## src/rtl/wmv_pkg.sv

```systemverilog
// shared types and constants for the weighted mean and variance block
`timescale 1ns / 1ps
`default_nettype none

package wmv_pkg;

	localparam int SAMPLE_W  = 16;
	localparam int WEIGHT_W  = 8;
	localparam int SUM_W     = 36;
	localparam int SQ_W      = 50;
	localparam int TW_W      = 20;
	localparam int PROD_W    = SAMPLE_W + WEIGHT_W + 1;
	localparam int SQR_W     = 2 * SAMPLE_W - 1;
	localparam int SQW_W     = SQR_W + WEIGHT_W;
	localparam int MEAN_W    = 16;
	localparam int VAR_W     = 31;
	localparam int MM_W      = 2 * MEAN_W;
	localparam int CNT_W     = 6;
	localparam int MEAN_STEPS = SUM_W;
	localparam int SQ_STEPS   = SQ_W;
	localparam int QUEUE_DEPTH = 2;

	localparam logic [VAR_W-1:0] VAR_MAX = VAR_W'(1) << 30;

	// accumulated sums of one finished set
	typedef struct packed {
		logic signed [SUM_W-1:0] sum;
		logic [SQ_W-1:0]         sq;
		logic [TW_W-1:0]         tw;
	} set_sums_t;

	// queue status seen by both sides
	typedef struct packed {
		logic full;
		logic not_empty;
	} q_stat_t;

endpackage

`default_nettype wire

```

## src/rtl/wmv_if.sv

```systemverilog
// handshake channels for samples and results
`timescale 1ns / 1ps
`default_nettype none

interface wmv_in_if;
	import wmv_pkg::*;
	logic                       valid;
	logic                       ready;
	logic signed [SAMPLE_W-1:0] sample;
	logic [WEIGHT_W-1:0]        weight;
	logic                       last;

	modport source (output valid, output sample, output weight, output last, input ready);
	modport sink (input valid, input sample, input weight, input last, output ready);
endinterface

interface wmv_out_if;
	import wmv_pkg::*;
	logic                     valid;
	logic                     ready;
	logic signed [MEAN_W-1:0] mean;
	logic [VAR_W-1:0]         variance;
	logic                     zero_weight;

	modport source (output valid, output mean, output variance, output zero_weight, input ready);
	modport sink (input valid, input mean, input variance, input zero_weight, output ready);
endinterface

`default_nettype wire

```

## src/rtl/wmv_front.sv

```systemverilog
// front end: takes samples, forms products and accumulates each set
`timescale 1ns / 1ps
`default_nettype none

module wmv_front
	import wmv_pkg::*;
(
	input  wire logic   clk,
	input  wire logic   arst_n,
	input  wire logic   cfg_we,
	input  wire logic   cfg_wdata,
	wmv_in_if.sink      samples,
	input  wire q_stat_t q_stat,
	output logic        push,
	output set_sums_t   push_data
);

	logic weighted_q;
	logic adv;
	logic accepted;

	logic v_s1, v_s2, v_s3;
	logic last_s1, last_s2, last_s3;
	logic signed [SAMPLE_W-1:0] sample_s1;
	logic [WEIGHT_W-1:0] w_s1, w_s2, w_s3;
	logic signed [PROD_W-1:0] prod_s2, prod_s3;
	logic [SQR_W-1:0] sq_s2;
	logic [SQW_W-1:0] sqw_s3;
	logic signed [2*SAMPLE_W-1:0] sq_full;

	logic signed [SUM_W-1:0] acc_sum_q;
	logic [SQ_W-1:0] acc_sq_q;
	logic [TW_W-1:0] acc_tw_q;
	set_sums_t sums_next;

	// configuration register
	always_ff @(posedge clk or negedge arst_n) begin
		if (!arst_n) begin
			weighted_q <= 1'b0;
		end else if (cfg_we) begin
			weighted_q <= cfg_wdata;
		end
	end

	// whole pipeline holds while a finished set waits for queue space
	assign adv = !(v_s3 && last_s3 && q_stat.full);
	assign samples.ready = adv;
	assign accepted = samples.valid && adv;

	always_ff @(posedge clk or negedge arst_n) begin
		if (!arst_n) begin
			v_s1 <= 1'b0;
			v_s2 <= 1'b0;
			v_s3 <= 1'b0;
		end else if (adv) begin
			v_s1 <= accepted;
			v_s2 <= v_s1;
			v_s3 <= v_s2;
		end
	end

	assign sq_full = sample_s1 * sample_s1;

	// product stages
	always_ff @(posedge clk) begin
		if (adv) begin
			sample_s1 <= samples.sample;
			w_s1      <= weighted_q ? samples.weight : WEIGHT_W'(1);
			last_s1   <= samples.last;

			prod_s2 <= sample_s1 * $signed({1'b0, w_s1});
			sq_s2   <= sq_full[SQR_W-1:0];
			w_s2    <= w_s1;
			last_s2 <= last_s1;

			prod_s3 <= prod_s2;
			sqw_s3  <= sq_s2 * w_s2;
			w_s3    <= w_s2;
			last_s3 <= last_s2;
		end
	end

	// running sums including the item in the last stage
	always_comb begin
		sums_next.sum = acc_sum_q + {{(SUM_W-PROD_W){prod_s3[PROD_W-1]}}, prod_s3};
		sums_next.sq  = acc_sq_q + {{(SQ_W-SQW_W){1'b0}}, sqw_s3};
		sums_next.tw  = acc_tw_q + {{(TW_W-WEIGHT_W){1'b0}}, w_s3};
	end

	assign push      = adv && v_s3 && last_s3;
	assign push_data = sums_next;

	// accumulators clear as a finished set leaves
	always_ff @(posedge clk or negedge arst_n) begin
		if (!arst_n) begin
			acc_sum_q <= '0;
			acc_sq_q  <= '0;
			acc_tw_q  <= '0;
		end else if (adv && v_s3) begin
			if (last_s3) begin
				acc_sum_q <= '0;
				acc_sq_q  <= '0;
				acc_tw_q  <= '0;
			end else begin
				acc_sum_q <= sums_next.sum;
				acc_sq_q  <= sums_next.sq;
				acc_tw_q  <= sums_next.tw;
			end
		end
	end

endmodule

`default_nettype wire

```

## src/rtl/wmv_queue.sv

```systemverilog
// two-entry queue of finished set sums
`timescale 1ns / 1ps
`default_nettype none

module wmv_queue
	import wmv_pkg::*;
(
	input  wire logic   clk,
	input  wire logic   arst_n,
	input  wire logic   push,
	input  wire set_sums_t push_data,
	input  wire logic   pop,
	output set_sums_t   pop_data,
	output q_stat_t     q_stat
);

	localparam int PTR_W = $clog2(QUEUE_DEPTH);

	set_sums_t entry_q [QUEUE_DEPTH];
	logic [PTR_W-1:0] wr_ptr_q, rd_ptr_q;
	logic [PTR_W:0]   cnt_q;

	assign q_stat.full      = (cnt_q == (PTR_W+1)'(QUEUE_DEPTH));
	assign q_stat.not_empty = (cnt_q != '0);
	assign pop_data = entry_q[rd_ptr_q];

	// storage
	always_ff @(posedge clk) begin
		if (push) begin
			entry_q[wr_ptr_q] <= push_data;
		end
	end

	// pointers and fill count
	always_ff @(posedge clk or negedge arst_n) begin
		if (!arst_n) begin
			wr_ptr_q <= '0;
			rd_ptr_q <= '0;
			cnt_q    <= '0;
		end else begin
			if (push) begin
				wr_ptr_q <= wr_ptr_q + PTR_W'(1);
			end
			if (pop) begin
				rd_ptr_q <= rd_ptr_q + PTR_W'(1);
			end
			if (push && !pop) begin
				cnt_q <= cnt_q + (PTR_W+1)'(1);
			end else if (pop && !push) begin
				cnt_q <= cnt_q - (PTR_W+1)'(1);
			end
		end
	end

endmodule

`default_nettype wire

```

## src/rtl/wmv_back.sv

```systemverilog
// back end: divides set sums into mean and variance, one quotient bit a cycle
`timescale 1ns / 1ps
`default_nettype none

module wmv_back
	import wmv_pkg::*;
(
	input  wire logic   clk,
	input  wire logic   arst_n,
	input  wire q_stat_t q_stat,
	input  wire set_sums_t pop_data,
	output logic        pop,
	wmv_out_if.source   results
);

	typedef enum logic [4:0] {
		ST_IDLE   = 5'b00001,
		ST_DIV_MN = 5'b00010,
		ST_MEAN   = 5'b00100,
		ST_DIV_SQ = 5'b01000,
		ST_FINISH = 5'b10000
	} back_state_t;

	back_state_t state_q;

	logic [TW_W-1:0] tw_q;
	logic [SQ_W-1:0] sq_q;
	logic            neg_q;
	logic            zw_q;
	logic [SQ_W-1:0] dq_q;
	logic [TW_W-1:0] rem_q;
	logic [CNT_W-1:0] cnt_q;
	logic signed [MEAN_W-1:0] mean_q;
	logic signed [MM_W-1:0] mm_q;

	logic [TW_W:0]  rem_sh;
	logic           ge;
	logic [TW_W:0]  rem_sub;
	logic [TW_W-1:0] rem_nx;
	logic [SUM_W-1:0] mag;
	logic [SUM_W-1:0] quo;
	logic signed [MEAN_W-1:0] mean_sat;
	logic [SQ_W-1:0] mm_ext;
	logic [SQ_W-1:0] diff;
	logic [VAR_W-1:0] var_res;
	logic out_free;

	logic                     out_valid_q;
	logic signed [MEAN_W-1:0] out_mean_q;
	logic [VAR_W-1:0]         out_var_q;
	logic                     out_zw_q;

	// restoring divider step
	always_comb begin
		rem_sh  = {rem_q, dq_q[SQ_W-1]};
		ge      = (rem_sh >= {1'b0, tw_q});
		rem_sub = rem_sh - {1'b0, tw_q};
		rem_nx  = ge ? rem_sub[TW_W-1:0] : rem_sh[TW_W-1:0];
	end

	// magnitude of the signed sum
	assign mag = pop_data.sum[SUM_W-1] ? (~pop_data.sum + SUM_W'(1)) : pop_data.sum;

	// mean saturation to the signed 16-bit range
	always_comb begin
		quo = dq_q[SUM_W-1:0];
		if (neg_q) begin
			if (quo > SUM_W'(32768)) begin
				mean_sat = 16'sh8000;
			end else begin
				mean_sat = $signed(MEAN_W'(~quo + SUM_W'(1)));
			end
		end else begin
			if (quo > SUM_W'(32767)) begin
				mean_sat = 16'sh7fff;
			end else begin
				mean_sat = $signed(quo[MEAN_W-1:0]);
			end
		end
	end

	// mean of squares minus squared mean, clamped
	always_comb begin
		mm_ext = {{(SQ_W-MM_W){1'b0}}, mm_q};
		diff   = dq_q - mm_ext;
		if (dq_q <= mm_ext) begin
			var_res = '0;
		end else if (diff > {{(SQ_W-VAR_W){1'b0}}, VAR_MAX}) begin
			var_res = VAR_MAX;
		end else begin
			var_res = diff[VAR_W-1:0];
		end
	end

	assign out_free = !out_valid_q || results.ready;
	assign pop = (state_q == ST_IDLE) && q_stat.not_empty;

	// sequencer
	always_ff @(posedge clk or negedge arst_n) begin
		if (!arst_n) begin
			state_q <= ST_IDLE;
			cnt_q   <= '0;
		end else begin
			unique case (state_q)
				ST_IDLE: begin
					cnt_q <= '0;
					if (pop) begin
						state_q <= (pop_data.tw == '0) ? ST_FINISH : ST_DIV_MN;
					end
				end
				ST_DIV_MN: begin
					cnt_q <= cnt_q + CNT_W'(1);
					if (cnt_q == CNT_W'(MEAN_STEPS - 1)) begin
						state_q <= ST_MEAN;
					end
				end
				ST_MEAN: begin
					cnt_q   <= '0;
					state_q <= ST_DIV_SQ;
				end
				ST_DIV_SQ: begin
					cnt_q <= cnt_q + CNT_W'(1);
					if (cnt_q == CNT_W'(SQ_STEPS - 1)) begin
						state_q <= ST_FINISH;
					end
				end
				ST_FINISH: begin
					if (out_free) begin
						state_q <= ST_IDLE;
					end
				end
				default: begin
					state_q <= ST_IDLE;
				end
			endcase
		end
	end

	// datapath registers
	always_ff @(posedge clk) begin
		case (state_q)
			ST_IDLE: begin
				if (pop) begin
					tw_q  <= pop_data.tw;
					sq_q  <= pop_data.sq;
					neg_q <= pop_data.sum[SUM_W-1];
					zw_q  <= (pop_data.tw == '0);
					dq_q  <= {mag, {(SQ_W-SUM_W){1'b0}}};
					rem_q <= '0;
				end
			end
			ST_DIV_MN: begin
				dq_q  <= {dq_q[SQ_W-2:0], ge};
				rem_q <= rem_nx;
			end
			ST_MEAN: begin
				mean_q <= mean_sat;
				dq_q   <= sq_q;
				rem_q  <= '0;
			end
			ST_DIV_SQ: begin
				dq_q  <= {dq_q[SQ_W-2:0], ge};
				rem_q <= rem_nx;
				mm_q  <= mean_q * mean_q;
			end
			default: begin
			end
		endcase
	end

	// output register
	always_ff @(posedge clk or negedge arst_n) begin
		if (!arst_n) begin
			out_valid_q <= 1'b0;
		end else if (state_q == ST_FINISH && out_free) begin
			out_valid_q <= 1'b1;
		end else if (results.ready) begin
			out_valid_q <= 1'b0;
		end
	end

	always_ff @(posedge clk) begin
		if (state_q == ST_FINISH && out_free) begin
			out_zw_q   <= zw_q;
			out_mean_q <= zw_q ? '0 : mean_q;
			out_var_q  <= zw_q ? '0 : var_res;
		end
	end

	assign results.valid       = out_valid_q;
	assign results.mean        = out_mean_q;
	assign results.variance    = out_var_q;
	assign results.zero_weight = out_zw_q;

endmodule

`default_nettype wire

```

## src/rtl/weighted_mean_variance.sv

```systemverilog
// weighted mean and variance, top level
// throughput: one sample per cycle while input is not stalled; the back end's shared
// bit-serial divider takes 36 steps for the mean and 50 for the mean of squares per set
// a two-entry queue of set sums lets the front run ahead; with the queue full, a finished set stalls input
// reset: arst_n clears accumulators, queue, sequencer, output valid and weighted (to 0)
`timescale 1ns / 1ps
`default_nettype none

module weighted_mean_variance
	import wmv_pkg::*;
(
	input  wire logic   clk,
	input  wire logic   arst_n,
	input  wire logic   cfg_we,
	input  wire logic   cfg_wdata,
	wmv_in_if.sink      samples,
	wmv_out_if.source   results
);

	logic      push;
	logic      pop;
	set_sums_t push_data;
	set_sums_t pop_data;
	q_stat_t   q_stat;

	// accumulation front end
	wmv_front u_front (
		.clk       (clk),
		.arst_n    (arst_n),
		.cfg_we    (cfg_we),
		.cfg_wdata (cfg_wdata),
		.samples   (samples),
		.q_stat    (q_stat),
		.push      (push),
		.push_data (push_data)
	);

	// set queue
	wmv_queue u_queue (
		.clk       (clk),
		.arst_n    (arst_n),
		.push      (push),
		.push_data (push_data),
		.pop       (pop),
		.pop_data  (pop_data),
		.q_stat    (q_stat)
	);

	// division back end
	wmv_back u_back (
		.clk      (clk),
		.arst_n   (arst_n),
		.q_stat   (q_stat),
		.pop_data (pop_data),
		.pop      (pop),
		.results  (results)
	);

	// no push into a full queue
	a_no_overflow: assert property (@(posedge clk) disable iff (!arst_n)
		push |-> !q_stat.full)
		else $error("set pushed into full queue");

	// input stalls only behind a full queue
	a_stall_cause: assert property (@(posedge clk) disable iff (!arst_n)
		!samples.ready |-> q_stat.full)
		else $error("input stalled without a full queue");

	// zero-weight results carry zero values
	a_zero_result: assert property (@(posedge clk) disable iff (!arst_n)
		(results.valid && results.zero_weight) |-> (results.mean == '0 && results.variance == '0))
		else $error("zero-weight transaction with nonzero values");

	// variance stays within its clamp
	a_var_clamp: assert property (@(posedge clk) disable iff (!arst_n)
		results.valid |-> (results.variance <= VAR_MAX))
		else $error("variance above clamp");

	// no pop from an empty queue
	a_no_underflow: assert property (@(posedge clk) disable iff (!arst_n)
		pop |-> q_stat.not_empty)
		else $error("pop from empty queue");

endmodule

`default_nettype wire
```

## src/flat_wrapper.sv

```systemverilog
// flat-port wrapper written by rule: the top's interface ports become plain ports
module weighted_mean_variance_flat import wmv_pkg::*;
  (clk, arst_n, cfg_we, cfg_wdata, samples_valid, samples_sample, samples_weight, samples_last, samples_ready, results_valid, results_mean, results_variance, results_zero_weight, results_ready);
  wmv_in_if samples_i ();
  wmv_out_if results_i ();
  input  wire logic clk;
  input  wire logic arst_n;
  input  wire logic cfg_we;
  input  wire logic cfg_wdata;
  input wire logic [$bits(samples_i.valid)-1:0] samples_valid;
  input wire logic [$bits(samples_i.sample)-1:0] samples_sample;
  input wire logic [$bits(samples_i.weight)-1:0] samples_weight;
  input wire logic [$bits(samples_i.last)-1:0] samples_last;
  output wire logic [$bits(samples_i.ready)-1:0] samples_ready;
  output wire logic [$bits(results_i.valid)-1:0] results_valid;
  output wire logic [$bits(results_i.mean)-1:0] results_mean;
  output wire logic [$bits(results_i.variance)-1:0] results_variance;
  output wire logic [$bits(results_i.zero_weight)-1:0] results_zero_weight;
  input wire logic [$bits(results_i.ready)-1:0] results_ready;
  assign samples_i.valid = samples_valid;
  assign samples_i.sample = samples_sample;
  assign samples_i.weight = samples_weight;
  assign samples_i.last = samples_last;
  assign samples_ready = samples_i.ready;
  assign results_valid = results_i.valid;
  assign results_mean = results_i.mean;
  assign results_variance = results_i.variance;
  assign results_zero_weight = results_i.zero_weight;
  assign results_i.ready = results_ready;
  weighted_mean_variance u_core (.clk(clk), .arst_n(arst_n), .cfg_we(cfg_we), .cfg_wdata(cfg_wdata), .samples(samples_i), .results(results_i));
endmodule
```

## config.mk

```make
export PLATFORM = sky130hd
export DESIGN_NAME = weighted_mean_variance_flat
export DESIGN_NICKNAME = d
export VERILOG_FILES = /design/src/rtl/wmv_pkg.sv /design/src/rtl/wmv_if.sv /design/src/rtl/wmv_front.sv /design/src/rtl/wmv_queue.sv /design/src/rtl/wmv_back.sv /design/src/rtl/weighted_mean_variance.sv /design/src/flat_wrapper.sv
export SDC_FILE = /design/constraint.sdc
export NUM_CORES = 2
export LEC_CHECK = 0
export BUFFER_PORTS_ARGS = -buffer_cell sky130_fd_sc_hd__buf_4
export CORE_MARGIN = 2
export CORE_UTILIZATION = 60
export DETAILED_ROUTE_END_ITERATION = 16
export PLACE_DENSITY = 0.76
export SLEW_MARGIN = 40
export SYNTH_ARGS = -nofsm -noshare
export SYNTH_HDL_FRONTEND = slang
export SYNTH_SLANG_ARGS = --single-unit
```

## constraint.sdc

```tcl
create_clock -name clk -period 22.7 [get_ports clk]
set_input_delay 1.135 -clock clk [delete_from_list [all_inputs] [get_ports clk]]
set_output_delay 1.135 -clock clk [all_outputs]
set_load 0.005 [all_outputs]
```

==> results.py <==
metrics = {
    "timing": {
        "clock_skew_ps": 64.9,
        "min_period_ps": 7240,
        "hold_violations": 0,
        "grt_setup_unrepaired": "false",
        "tns_ps": 0,
        "final_max_slew_viol_count": 0,
        "slew-limit-headroom": 0.377,
        "max_freq_mhz": 138,
        "period_share": 0.319,
        "tightest_slew_ps": 934,
        "finalSetupViolCount": 0,
    },
    "global_route": {
        "grt_max_degree": 73,
        "antenna_found_initial": 3,
        "grt_pass1_vias": 45800,
        "grt_pass1_wl_mm": 238,
        "overflow": 0,
        "grt_util_all_layers": 0.266,
    },
    "outcome": {
        "status": "completed",
    },
    "yosys": {
        "synthAdderAreaFrac": 0.308,
        "synth_top_family_by_area": "adder cells",
        "synthXorXnorAreaFrac": 0.0424,
        "synth_nets": 7359,
        "ys_seq_area_frac": 0.330,
        "synthSimpleGateAreaFrac": 0.122,
        "ys_ff_latch": 737,
        "synth_area_mm2": 0.0652,
        "syn_avg_cell_area_um2": 10.6,
        "synth_compound_area_frac": 0.101,
        "ys_types": 99,
        "yosysWarnings": 0,
        "ys.flop_type": "edfxtp_1",
        "yosysTopAreaCell": "edfxtp_1",
        "synth_area_leaders": "edfxtp_1, fa_1, ha_1",
        "async_flop_share": 0.171,
        "synth_mux_area_frac": 0.0225,
        "synth_top_area_share": 0.281,
        "synth_edf_count": 611,
        "syn_inst": 6163,
    },
    "clock_tree": {
        "cts_made_buffers": 81,
        "cts_tree": "built",
        "cts_resized": 0,
        "cts_setup_buffers": 0,
        "hold_buffers": 0,
        "clk_transition_reported_paths_ps": 60,
        "clock_sinks": 737,
        "root_buffer": "clkbuf_16",
        "clk_path_buf_depth": 3,
        "htree_levels": 3,
        "insertion_delay_ps": 660,
    },
    "placement": {
        "gp_congestion": 0.919,
        "port_buffers": 80,
        "dp_hpwl_mm": 111,
    },
    "critical_path": {
        "endpoint_kind": "register",
        "cp_cell_sequence": "inv_1 > nor2_1 > fa_1 > inv_1 > fa_1 > fa_1 > fa_1 > inv_1 > fa_1 > fa_1 > ha_1 > a21oi_1 > o21ai_0 > a21oi_1 > nor2b_1 > a41oi_1 > a211oi_1 > o311ai_0 > nand2b_1 > a221oi_1 > xnor2_1",
        "worstPathRequired_ps": 23100,
        "cp_slowest_stage_delay_ps": 740,
        "arrival_ps": 7640,
        "r2r_slack_ps": 15460,
        "startpoint_type": "register",
        "cp_max_fo": 15,
        "cpMaxStageDelayCell": "edfxtp_1",
        "worstSetupPathType": "reg -> reg",
        "cp_common_cell": "fa_1",
    },
    "run": {
        "maxCapViolations": 0,
    },
    "cells_and_area": {
        "antenna_cells": 0,
        "final_common_cell": "inv_1",
        "layout_common_cells": "inv_1, fa_1, edfxtp_1",
        "area_growth_syn_to_layout_pct": 7.32,
        "finalNetCount": 7371,
        "drive_gt1_frac": 0.0703,
    },
    "floorplan": {
        "ioPinCount": 81,
        "num_rows": 120,
        "die-area_mm2": 0.111,
        "core_mm2": 0.108,
        "die_y_um": 334,
        "die_w_um": 334,
        "initial_core_util": 0.607,
    },
    "detailed_routing": {
        "drcViolationCount": 0,
        "post_drt_wl_per_cell_um": 19.1,
        "first_iter_violations": 2983,
        "vias": 44400,
        "wirelength_mm": 146,
        "post_drt_via_cell_ratio": 5.81,
        "dr.pass1.iters": 6,
        "ant_nets": 0,
    },
    "min_path": {
        "hold_class": "reg -> reg",
    },
}
## flip-flops by register name, summed over array words and instances (netlist names), 5 cells and up
signal and cells:
u_core.u_back.cnt_q 6, u_core.u_back.dq_q 50, u_core.u_back.mean_q 16, u_core.u_back.mm_q 31
u_core.u_back.rem_q 20, u_core.u_back.results.mean 16, u_core.u_back.results.variance 31, u_core.u_back.sq_q 50
u_core.u_back.state_q 5, u_core.u_back.tw_q 20, u_core.u_front.acc_sq_q 50, u_core.u_front.acc_sum_q 36
u_core.u_front.acc_tw_q 20, u_core.u_front.prod_s2 25, u_core.u_front.prod_s3 25, u_core.u_front.sample_s1 16
u_core.u_front.sq_s2 30, u_core.u_front.sqw_s3 39, u_core.u_front.w_s1 8, u_core.u_front.w_s2 8
u_core.u_front.w_s3 8, u_core.u_queue.entry_q 212
## cell usage after synthesis, types with 14 or more instances
cell type	instances
mux2_2	81
a31o_2	14
and2_1	290
nor3_2	22
nand2_1	533
xor2_1	94
nor4_1	26
a22oi_1	38
nand2b_1	46
nand3b_1	19
or3_1	33
fa_1	739
mux2i_1	54
o21bai_1	38
o21a_1	36
a22o_1	91
nor2b_1	45
a211oi_1	28
or2_2	18
nor2_1	250
xnor2_1	222
buf_2	16
o31ai_1	20
nand3_1	88
a21oi_1	226
and3_1	42
nand4_1	31
a31oi_1	16
nor3b_1	15
nor3_1	73
o21ai_0	201
a21o_1	96
edfxtp_1	611
dfrtp_1	125
ha_1	426
clkbuf_1	171
inv_1	1059
o211ai_1	19
## worst max-delay path, delay by kind of cell (launching register included)
family          cells  cell delay (ps)
xor+xnor            1              120
flops               1              740
buf+inv             3              480
compound gates      7             1900
simple gates        3              570
fa+ha+maj           7             3190
## stage by stage
step                      setup slack (ps)  utilization  hold slack (ps)  cells  area, µm²
after floorplan                      12240            -              400   6163      65200
after global placement               15620        0.625              402   7489      67200
after detailed placement             15570        0.625              405   7493      67200
after CTS                            15520        0.651              379   7643      70000
after global routing                 14920        0.651              386   7645      70000
final                                15460        0.651              383   7645      70000
## logic make-up after synthesis
logic type / count (synthesis)
XOR/XNOR: 316
AO/OA/AOI/OAI: 969
adder cells (fa/ha/maj): 1165
AND/OR/NAND/NOR: 1576
buffers and inverters: 1262
multiplexers: 136
other: 2
flip-flops: 737
## layer usage
metal,GRT usage,share of wire,vias up
li1,-,-,20500
met1,0.357,0.42,22300
met2,0.458,0.50,1281
met3,0.0290,0.050,279
met4,0.0851,0.033,4
met5,0,0.00018,-
## final cells by class
cell class | instances | area [µm²]
tap | 1403 | 1760
inverter | 1061 | 3980
clock inverter | 53 | 589
multi-input combinational | 4164 | 39000
fill | 8203 | 37500
sequential | 737 | 21500
clock buffer | 97 | 2150
timing repair buffer | 130 | 1030
## worst paths after layout
path                                                 from                      endpoint  cells after the start
worst max register to register    u_core.u_back.mean_q[3]        u_core.u_back.mm_q[31]                     21
worst min register to register  u_core.u_front.prod_s2[1]     u_core.u_front.prod_s3[1]                      0
worst max-delay path              u_core.u_back.mean_q[3]        u_core.u_back.mm_q[31]                     21
min in group asynchronous                          arst_n  u_core.u_front.acc_sum_q[29]                      1
worst min-delay path            u_core.u_front.prod_s2[1]     u_core.u_front.prod_s3[1]                      0
max in group asynchronous                          arst_n   u_core.u_front.acc_sq_q[10]                      2
Power is not shown: default switching activity piles up to over one toggle a cycle in this logic, so the estimate is an artifact.
